<file path="src/hdl/ccb_pkg.sv">
// Package for the cancel completion barrier.
// Holds the item structs, the function, status, barrier and detail codes, and the
// controller types. It depends on nothing else.
`default_nettype none

package ccb_pkg;

  // Function codes carried by an input item.
  localparam logic [1:0] FUNC_BEGIN_ROUND = 2'd0;
  localparam logic [1:0] FUNC_START_RESP  = 2'd1;
  localparam logic [1:0] FUNC_ADD_ID      = 2'd2;
  localparam logic [1:0] FUNC_OBSERVE     = 2'd3;

  // Reported goal states. The fourth code counts as terminal.
  localparam logic [1:0] GOAL_UNKNOWN  = 2'd0;
  localparam logic [1:0] GOAL_ACTIVE   = 2'd1;
  localparam logic [1:0] GOAL_TERMINAL = 2'd2;

  // Barrier states.
  localparam logic [1:0] BAR_WAITING = 2'd0;
  localparam logic [1:0] BAR_UNSAFE  = 2'd1;
  localparam logic [1:0] BAR_IDLE    = 2'd2;

  // Detail codes.
  localparam logic [2:0] DET_NO_RESP    = 3'd0;
  localparam logic [2:0] DET_NONE_NAMED = 3'd1;
  localparam logic [2:0] DET_WAITING    = 3'd2;
  localparam logic [2:0] DET_UNKNOWN    = 3'd3;
  localparam logic [2:0] DET_UNEXP_ACT  = 3'd4;
  localparam logic [2:0] DET_REGRESSED  = 3'd5;
  localparam logic [2:0] DET_ALL_TERM   = 3'd6;

  typedef struct packed {
    logic [1:0]  func;
    logic [63:0] goal_id;
    logic [1:0]  status_state;
  } in_item_t;

  typedef struct packed {
    logic [1:0] barrier_state;
    logic [2:0] detail_code;
    logic       dropped;
  } out_item_t;

  // Controller states.
  typedef enum logic [1:0] {
    ST_IDLE,
    ST_SCAN,
    ST_APPLY
  } ccb_state_t;

  // Commands from the controller to the datapath.
  typedef struct packed {
    logic load;
    logic scan_step;
    logic apply;
  } ccb_cmd_t;

  // Status from the datapath to the controller.
  typedef struct packed {
    logic scan_done;
    logic out_free;
  } ccb_stat_t;

endpackage

`default_nettype wire

</file>
<file path="src/hdl/ccb_ram.sv">
// Generic single-port-write, single-port-read RAM with a registered read.
// Stand-alone; no package needed.
`default_nettype none

module ccb_ram #(
  parameter int WIDTH = 64,
  parameter int DEPTH = 16,
  localparam int AW = (DEPTH > 1) ? $clog2(DEPTH) : 1
) (
  input  wire logic             clk,
  input  wire logic             we,
  input  wire logic [AW-1:0]    waddr,
  input  wire logic [WIDTH-1:0] wdata,
  input  wire logic [AW-1:0]    raddr,
  output logic      [WIDTH-1:0] rdata
);

  logic [WIDTH-1:0] mem [DEPTH];

  // Write port and registered read port.
  always_ff @(posedge clk) begin
    if (we) begin
      mem[waddr] <= wdata;
    end
    rdata <= mem[raddr];
  end

endmodule

`default_nettype wire

</file>
<file path="src/hdl/ccb_datapath.sv">
// Datapath of the cancel completion barrier: identifier table, marks, counters,
// sequential search and output register. Uses ccb_pkg and ccb_ram.
`default_nettype none

module ccb_datapath
  import ccb_pkg::*;
#(
  parameter int MAX_GOALS = 16,
  parameter int ID_BITS   = 64
) (
  input  wire logic      clk,
  input  wire logic      rst_n,
  input  wire in_item_t  in_data,
  input  wire ccb_cmd_t  cmd,
  output ccb_stat_t      stat,
  output logic           out_valid,
  input  wire logic      out_ready,
  output out_item_t      out_data
);

  localparam int IDX_W = (MAX_GOALS > 1) ? $clog2(MAX_GOALS) : 1;
  localparam int CNT_W = $clog2(MAX_GOALS + 1);
  localparam logic [CNT_W-1:0] CNT_MAX = CNT_W'(MAX_GOALS);

  // Captured item.
  logic [1:0]         func_r;
  logic [ID_BITS-1:0] id_r;
  logic [1:0]         st_r;

  // Barrier state.
  logic [CNT_W-1:0]   count_r, count_nxt;
  logic [CNT_W-1:0]   term_r, term_nxt;
  logic               resp_r, resp_nxt;
  logic               unsafe_r, unsafe_nxt;
  logic [2:0]         detail_r, detail_nxt;
  logic [MAX_GOALS-1:0] marks_r, marks_nxt;

  // Search state.
  logic [CNT_W-1:0]   idx_r;
  logic               pend_r;
  logic [IDX_W-1:0]   pidx_r;
  logic               found_r;
  logic [IDX_W-1:0]   slot_r;
  logic               match;

  // Output register.
  logic               out_valid_r;
  out_item_t          out_r, out_nxt;

  // Table write enable and read data.
  logic               we;
  logic [ID_BITS-1:0] rdata;

  ccb_ram #(
    .WIDTH (ID_BITS),
    .DEPTH (MAX_GOALS)
  ) u_ids (
    .clk   (clk),
    .we    (we),
    .waddr (count_r[IDX_W-1:0]),
    .wdata (id_r),
    .raddr (idx_r[IDX_W-1:0]),
    .rdata (rdata)
  );

  // The read data belongs to the entry issued in the previous cycle.
  assign match = pend_r && (rdata == id_r);

  assign stat.scan_done = found_r || (!pend_r && (idx_r >= count_r));
  assign stat.out_free  = !out_valid_r || out_ready;

  // Capture the item payload.
  always_ff @(posedge clk) begin
    if (cmd.load) begin
      func_r <= in_data.func;
      id_r   <= in_data.goal_id[ID_BITS-1:0];
      st_r   <= in_data.status_state;
    end
  end

  // Sequential search over the held entries, one read issued per cycle during scan steps.
  always_ff @(posedge clk) begin
    if (!rst_n) begin
      idx_r   <= '0;
      pend_r  <= 1'b0;
      found_r <= 1'b0;
    end else if (cmd.load) begin
      idx_r   <= '0;
      pend_r  <= 1'b0;
      found_r <= 1'b0;
    end else if (cmd.scan_step && !found_r) begin
      if (match) begin
        found_r <= 1'b1;
        slot_r  <= pidx_r;
        pend_r  <= 1'b0;
      end else if (idx_r < count_r) begin
        idx_r  <= idx_r + CNT_W'(1);
        pidx_r <= idx_r[IDX_W-1:0];
        pend_r <= 1'b1;
      end else begin
        pend_r <= 1'b0;
      end
    end
  end

  // Effect of the captured item on the barrier state.
  always_comb begin
    count_nxt  = count_r;
    term_nxt   = term_r;
    resp_nxt   = resp_r;
    unsafe_nxt = unsafe_r;
    detail_nxt = detail_r;
    marks_nxt  = marks_r;
    we         = 1'b0;
    out_nxt.dropped = 1'b0;
    case (func_r)
      FUNC_BEGIN_ROUND, FUNC_START_RESP: begin
        count_nxt  = '0;
        term_nxt   = '0;
        marks_nxt  = '0;
        unsafe_nxt = 1'b0;
        resp_nxt   = (func_r == FUNC_START_RESP);
        detail_nxt = (func_r == FUNC_START_RESP) ? DET_NONE_NAMED : DET_NO_RESP;
      end
      FUNC_ADD_ID: begin
        if (resp_r && !unsafe_r) begin
          if (!found_r) begin
            if (count_r < CNT_MAX) begin
              we = cmd.apply;
              marks_nxt[count_r[IDX_W-1:0]] = 1'b0;
              count_nxt = count_r + CNT_W'(1);
            end else begin
              out_nxt.dropped = 1'b1;
            end
          end
          detail_nxt = (count_nxt != '0 && term_r == count_nxt) ? DET_ALL_TERM
                                                                : DET_WAITING;
        end
      end
      default: begin
        if (resp_r && !unsafe_r) begin
          case (st_r)
            GOAL_UNKNOWN: begin
              unsafe_nxt = 1'b1;
              detail_nxt = DET_UNKNOWN;
            end
            GOAL_ACTIVE: begin
              if (!found_r) begin
                unsafe_nxt = 1'b1;
                detail_nxt = DET_UNEXP_ACT;
              end else if (marks_r[slot_r]) begin
                unsafe_nxt = 1'b1;
                detail_nxt = DET_REGRESSED;
              end
            end
            default: begin
              if (found_r && !marks_r[slot_r]) begin
                marks_nxt[slot_r] = 1'b1;
                term_nxt = term_r + CNT_W'(1);
              end
            end
          endcase
          if (!unsafe_nxt && count_r != '0 && term_nxt == count_r) begin
            detail_nxt = DET_ALL_TERM;
          end
        end
      end
    endcase
    // Barrier state as seen after the item.
    if (!resp_nxt) begin
      out_nxt.barrier_state = BAR_WAITING;
    end else if (unsafe_nxt) begin
      out_nxt.barrier_state = BAR_UNSAFE;
    end else if (count_nxt == '0 || term_nxt == count_nxt) begin
      out_nxt.barrier_state = BAR_IDLE;
    end else begin
      out_nxt.barrier_state = BAR_WAITING;
    end
    out_nxt.detail_code = detail_nxt;
  end

  // Commit the item and load the result.
  always_ff @(posedge clk) begin
    if (!rst_n) begin
      count_r     <= '0;
      term_r      <= '0;
      resp_r      <= 1'b0;
      unsafe_r    <= 1'b0;
      detail_r    <= DET_NO_RESP;
      marks_r     <= '0;
      out_valid_r <= 1'b0;
    end else begin
      if (cmd.apply) begin
        count_r     <= count_nxt;
        term_r      <= term_nxt;
        resp_r      <= resp_nxt;
        unsafe_r    <= unsafe_nxt;
        detail_r    <= detail_nxt;
        marks_r     <= marks_nxt;
        out_valid_r <= 1'b1;
      end else if (out_ready) begin
        out_valid_r <= 1'b0;
      end
    end
  end

  always_ff @(posedge clk) begin
    if (cmd.apply) begin
      out_r <= out_nxt;
    end
  end

  assign out_valid = out_valid_r;
  assign out_data  = out_r;

endmodule

`default_nettype wire

</file>
<file path="src/hdl/ccb_ctrl.sv">
// Controller state machine of the cancel completion barrier.
// Uses ccb_pkg; drives the datapath through command and status structs.
`default_nettype none

module ccb_ctrl
  import ccb_pkg::*;
(
  input  wire logic      clk,
  input  wire logic      rst_n,
  input  wire logic      in_valid,
  output logic           in_ready,
  input  wire ccb_stat_t stat,
  output ccb_cmd_t       cmd
);

  ccb_state_t state_r, state_nxt;

  // Next state.
  always_comb begin
    state_nxt = state_r;
    case (state_r)
      ST_IDLE: begin
        if (in_valid) begin
          state_nxt = ST_SCAN;
        end
      end
      ST_SCAN: begin
        if (stat.scan_done) begin
          state_nxt = ST_APPLY;
        end
      end
      ST_APPLY: begin
        if (stat.out_free) begin
          state_nxt = ST_IDLE;
        end
      end
      default: state_nxt = ST_IDLE;
    endcase
  end

  // Outputs.
  always_comb begin
    in_ready      = 1'b0;
    cmd.load      = 1'b0;
    cmd.scan_step = 1'b0;
    cmd.apply     = 1'b0;
    case (state_r)
      ST_IDLE: begin
        in_ready = 1'b1;
        cmd.load = in_valid;
      end
      ST_SCAN:  cmd.scan_step = 1'b1;
      ST_APPLY: cmd.apply = stat.out_free;
      default: begin
        in_ready = 1'b0;
      end
    endcase
  end

  always_ff @(posedge clk) begin
    if (!rst_n) begin
      state_r <= ST_IDLE;
    end else begin
      state_r <= state_nxt;
    end
  end

endmodule

`default_nettype wire

</file>
<file path="src/hdl/cancel_completion_barrier.sv">
// Cancel completion barrier: each item opens a round, starts a cancel response,
// adds an identifier or reports a goal status, and gives one result with the
// barrier state, a detail code and a dropped flag. The search for the item's
// identifier reads the identifier table, one entry a cycle through its single
// registered read port, and stops at the first match. A new item is taken
// while the previous result still waits at the output register; it is committed
// once that result has gone. Identifiers are compared on their low ID_BITS bits.
// Uses ccb_pkg, ccb_ctrl and ccb_datapath.
`default_nettype none

module cancel_completion_barrier
  import ccb_pkg::*;
#(
  parameter int MAX_GOALS = 16,
  parameter int ID_BITS   = 64
) (
  input  wire logic     clk,
  input  wire logic     rst_n,
  input  wire logic     in_valid,
  output logic          in_ready,
  input  wire in_item_t in_data,
  output logic          out_valid,
  input  wire logic     out_ready,
  output out_item_t     out_data
);

  ccb_cmd_t  cmd;
  ccb_stat_t stat;

  ccb_ctrl u_ctrl (
    .clk      (clk),
    .rst_n    (rst_n),
    .in_valid (in_valid),
    .in_ready (in_ready),
    .stat     (stat),
    .cmd      (cmd)
  );

  ccb_datapath #(
    .MAX_GOALS (MAX_GOALS),
    .ID_BITS   (ID_BITS)
  ) u_dp (
    .clk       (clk),
    .rst_n     (rst_n),
    .in_data   (in_data),
    .cmd       (cmd),
    .stat      (stat),
    .out_valid (out_valid),
    .out_ready (out_ready),
    .out_data  (out_data)
  );

endmodule

`default_nettype wire
</file>
<file path="config.mk">
export PLATFORM = sky130hd
export DESIGN_NAME = cancel_completion_barrier
export DESIGN_NICKNAME = d
export VERILOG_FILES = /design/src/hdl/ccb_pkg.sv /design/src/hdl/ccb_ram.sv /design/src/hdl/ccb_datapath.sv /design/src/hdl/ccb_ctrl.sv /design/src/hdl/cancel_completion_barrier.sv
export SDC_FILE = /design/constraint.sdc
export NUM_CORES = 1
export LEC_CHECK = 0
export CAP_MARGIN = 20
export CORE_MARGIN = 2
export CORE_UTILIZATION = 45
export CTS_CLUSTER_DIAMETER = 100
export DETAILED_ROUTE_END_ITERATION = 8
export DONT_BUFFER_PORTS = 1
export PLACE_DENSITY_LB_ADDON = 0.25
export SLEW_MARGIN = 0
export SYNTH_ARGS = -nofsm -noshare
export SYNTH_HDL_FRONTEND = slang
export SYNTH_SLANG_ARGS = --single-unit
</file>
<file path="constraint.sdc">
create_clock -name clk -period 26.7 [get_ports clk]
set_input_delay 4.005 -clock clk [delete_from_list [all_inputs] [get_ports clk]]
set_output_delay 4.005 -clock clk [all_outputs]
set_load 0.01 [all_outputs]
</file>
### Word-level counts from Yosys, hierarchy flattened

Memory sizes are Yosys's and may differ from the RTL's. A register that Yosys moved wholly into a read port is not among the register bits.
Cells that the tools add are included.

* reductions and logical operators: 40
* magnitude comparators: 7
* multipliers: 0
* muxes and demuxes: 63
* bitwise gates (word level): 9
* shift-type cells: 0
* add/subtract/negate cells: 3
* divide/modulo/power cells: 0
* equal/unequal tests: 16

Operators by type and width (number)
* $mux 16: 6
* $eq 64x64->1: 1
* $mux 5: 10
* $pmux 16 s2: 1
* $mux 1: 26
* $pmux 5 s2: 2
* $mux 3: 6
* $and 16x16->16: 1
* $not 16->16: 1
* $or 16x16->16: 1
* $add 5x1->5 const B: 3
* $eq 5x5->1: 3
* $pmux 3 s2: 2
* $logic_and 1x1->1: 10
* $lt 4x5->1 const B: 2
* $reduce_bool 5->1: 2
* $demux 1 s4: 2
* $ge 4x1->1 const B: 2
* $mux 2: 4
* $reduce_or 2->1: 4
* $reduce_and 7->1: 1
* $eq 2x1->1 const B: 3
* $logic_not 1->1: 6
* $logic_not 2->1: 3
* other kinds (20): 36

* register bits after elaboration: 123
* bits in writable memories: 1024
* ROM bits: 0
* latch bits: 0
* memories kept: 1
* output and inout bits: 8
* input port bits: 72
* logic and storage cells: 159

Memories
* u_dp.u_ids.mem: words 16, bits a word 64, rd ports 1, clocked after memory_dff 1, write ports 1, line ccb_ram.sv:18 `logic [WIDTH-1:0] mem [DEPTH];`

### Depth between registers and ports, before layout

* depth in word-level cells: 14
* mapped depth: 14
* depth with buffers taken out: 10

### Hierarchy

A second synthesis with hierarchy kept.

* cell total of the unflattened synthesis: 2248
* area total of the unflattened synthesis: 45969.1 um2

Modules (own cells, without submodules)
* ccb_ram: cells each 1647, times used 1, seq. area each 32030.7 um2, area each 39581.7 um2
* ccb_datapath: cells each 589, times used 1, seq. area each 3243.1 um2, area each 6268.5 um2
* ccb_ctrl: cells each 12, times used 1, seq. area each 40.0 um2, area each 118.9 um2

### Worst setup path before layout

No wires, ideal clock.

* kind: input -> register
* start: input out_ready
* end: memory u_dp.u_ids.mem[11][0], enable pin
* library setup time: 0.646 ns
* data required time: 26.054 ns
* path slack: 15.172 ns
* arrival: 10.882 ns
* stages: 6
* path buffers: 1
* cells stage by stage: nand2b_1 nand2b_1 clkbuf_1 inv_1 nand4_1 nor4_1

* longest elaborated chain between the ends: 8

RTL lines
* start: declaration: line cancel_completion_barrier.sv:23 `input wire logic out_ready,`
* $logic_or 1x1->1: line ccb_datapath.sv:70 `assign stat.out_free = !out_valid_r || out_ready;`
* $mux 1: line ccb_ctrl.sv:47 `case (state_r)`
* $mux 1: line ccb_datapath.sv:128 `if (count_r < CNT_MAX) begin`
* $mux 1: line ccb_datapath.sv:127 `if (!found_r) begin`
* $mux 1: line ccb_datapath.sv:126 `if (resp_r && !unsafe_r) begin`
* $mux 1: line ccb_datapath.sv:116 `case (func_r)`
* $mux 1: line ccb_ram.sv:22 `if (we) begin`
* $mux 1 (implied by the code): line ccb_ram.sv:23 `mem[waddr] <= wdata;`
* end: declaration: line ccb_ram.sv:18

No other way between the ends.

### Worst setup path after layout

* start: input out_ready
* end: memory u_dp.u_ids.mem[15][30], enable pin

The elaborated chain is that of the path after synthesis.

==> metrics.txt <==
unrepaired setup endpoints after global routing=false; final global-route overflow total=0; r2r endpoint=u_dp.u_ids.mem[15][30]; NetSw=around 0.76 mW; Routed Antenna Nets=0; Post-synth ARST share=0%; Period minus WS final=~7.1 ns; drt first-iter violations=between 2000 and 3000; library cells used by synthesis=between 70 and 80; cell count of the worst reg-to-reg path=6; vias in the first global route=approximately 22000; routed length per instance=approximately 28 um; Syn Std Cell Area=between 40000 and 50000 um2; via/cell ratio=between 5 and 6; Seq/Total Area, Yosys=76.6%; final hold vios=0; root buffer selected by CTS=clkbuf_16; Worst R2R Setup Slack=22.38 ns; Pleak=approximately 16 nW; CTS sink count=~1200; IO Count=80; Slew HR=about a quarter; Slew Viols, Final=0; Yosys warning count=0; die footprint=105000 um2; CP endpoint=u_dp.u_ids.mem[15][30]; Initial Util=between 40% and 50%; Commonest cells post-synth=edfxtp_1, mux4_2, dfxtp_1; r2r startpoint=u_ctrl.state_r[0]; Worst Hold Class=reg2reg; element type at the critical path start=primary input; TritonCTS buffer count=approximately 120; Comb power frac=0.9%; cts hold-fix bufs=0; Critical Path Sink Type=flop; sequential power share=55.4%; DR vias=between 20000 and 25000; detailed-route DRC error count=0; Die X-Extent=324 um; CP startpoint=out_ready; first-pass GRT wire length=152000 um; Final Cycle Share=around a quarter; Max-Cap Viols=0; nets=2287; maximum vdd drop=0.0579 mV; count leader, synth=edfxtp_1; Mapped Cells=about 2100; fmax=around 140 MHz; worst skew pair latency=0.71 ns; Post-Route Setup TNS=0 ns; Max Root-Sink Buffers=3; fraction of layout cells with a size suffix above 1=about a quarter; CTS resizes=0; DRT Pass-1 Iters=5; port bufs=0; fillers=7891; worst-case clock skew=around 0.029 ns; largest area contributor in the netlist=edfxtp_1; CTS tree=yes; dominant synthesized flop cell=edfxtp_1; Reg clk slew, reported paths=around 0.06 ns; top cells by area, synth=edfxtp_1, mux4_2, dfxtp_1, xnor2_1, clkbuf_1; Setup-failing EPs final=0; worst-path fanout max=41; total core area=between 100000 and 150000 um2; die height=roughly 320 um; initial antenna violation count=6; #FFs+latches synth=1211; internal power=just over 3 mW; DP HPWL=roughly 62000 um; routability cong.=approximately 0.85; routed wire length=104000 um; Sequential Area=about 35000 um2; Cell Rows=approximately 120; CP required=27.02 ns; actual slew at the worst max-slew pin=~1.1 ns; power density cells=around 73 nW/um2; Setup Buffers After CTS=0; status=finished clean; Avg Cell Area, Syn=roughly 22 um2; largest net degree at the start of global routing=between 100 and 150; area of the multi-input gates=10300 um2; final core utilization=51.1%; Area Overhead vs Synth=12.8%; number of synthesized flops with an enable pin=between 1000 and 1500; gr usage total=between 20% and 30%; WP data arrival=7.40 ns; Mapped Nets=between 2000 and 2500; Worst Path Class, Setup=in2reg; Synth top area share=between 70 and 80%; H-tree depth=3; clock share of power=roughly 44%; switch share=20.0%
[power groups by stage]
stage               Clock [mW]  Sequential [mW]  Combinational, mW
detailed placement           0             2.15             0.0367
CTS                       1.69             2.11             0.0368
floorplan                    0             2.14             0.0138
global route              1.76             2.11             0.0392
global placement             0             2.14             0.0354
finish                    1.66             2.11             0.0357
[worst max-delay path, stage by stage]
cell      delay, ns
nand2b_1       0.14
nand2b_1       0.22
inv_1          0.62
nand4_1        0.68
nor2_4         0.91
buf_4          0.72
[state kept, by name, indices dropped and copies added, names as in the netlist, 3 cells and up]
signal            count
u_dp.detail_r         3
u_dp.u_ids.mem     1024
u_dp.marks_r         16
u_dp.count_r          5
u_dp.pidx_r           4
u_dp.out_data         6
u_dp.idx_r            5
u_dp.id_r            64
u_dp.u_ids.rdata     64
u_dp.slot_r           4
u_dp.term_r           5
[kinds of logic after synthesis]
group / synth area share [%]
simple gates: 2.58
compound gates: 2.17
fa+ha+maj: 0.298
buf+inv: 1.17
mux: 15.9
flops: 76.6
xor+xnor: 1.27
[cell type report]
type	instances	share of cell area [%]
clock inverters	66	1.29
repair buffers	53	1.18
flip-flops and latches	1211	67.9
diodes	5	0.0241
multi-input cells	784	19.8
clock buffers	157	6.18
well taps	1368	3.29
inverters	35	0.257
[stage by stage]
stage	hold WS (ns)	setup slack (ns)	area [um2]	power, mW	std cells
after CTS	0.405	19.65	52000	3.84	3674
after detailed placement	0.407	18.90	48100	2.18	3451
after global routing	0.420	19.38	52000	3.91	3674
after global placement	0.404	18.98	47900	2.18	3442
final	0.406	19.62	52000	3.80	3679
after floorplan	0.400	15.17	46100	2.15	2132
[worst min-delay path by stage]
stage,slack (ns),startpoint,depth (start not counted),end
3_5_place_dp,0.41,u_dp.pidx_r[0],0,u_dp.slot_r[0]
2_1_floorplan,0.40,u_dp.pidx_r[0],0,u_dp.slot_r[0]
3_3_place_gp,0.40,u_dp.pidx_r[1],0,u_dp.slot_r[1]
6_report,0.41,u_dp.pidx_r[0],0,u_dp.slot_r[0]
4_1_cts,0.40,u_dp.pidx_r[0],0,u_dp.slot_r[0]
5_1_grt,0.42,u_dp.pidx_r[2],0,u_dp.slot_r[2]
[cell usage in the layout (no fill, tap or decap), types with 12 or more instances in the layout]
cell type,n
a21oi_1,31
dfxtp_1,101
nor2_1,39
clkbuf_16,120
a31oi_1,21
inv_1,34
clkinv_1,18
nor3_1,20
o21ai_0,30
nor2b_1,14
clkinv_2,23
edfxtp_1,1106
clkbuf_1,30
nand2_1,53
buf_4,41
xor2_1,19
xnor2_1,48
nand2b_1,16
and2_4,12
mux4_2,320
nand3_1,12
[per-layer routing]
layer	vias up	GRT usage (%)	routed length [um]
li1	9039	-	-
met1	11600	31.4	47500
met2	825	29.8	47500
met3	139	3.41	7040
met4	0	4.52	1800
met5	-	0	0
(Power assumes the default switching activity.)
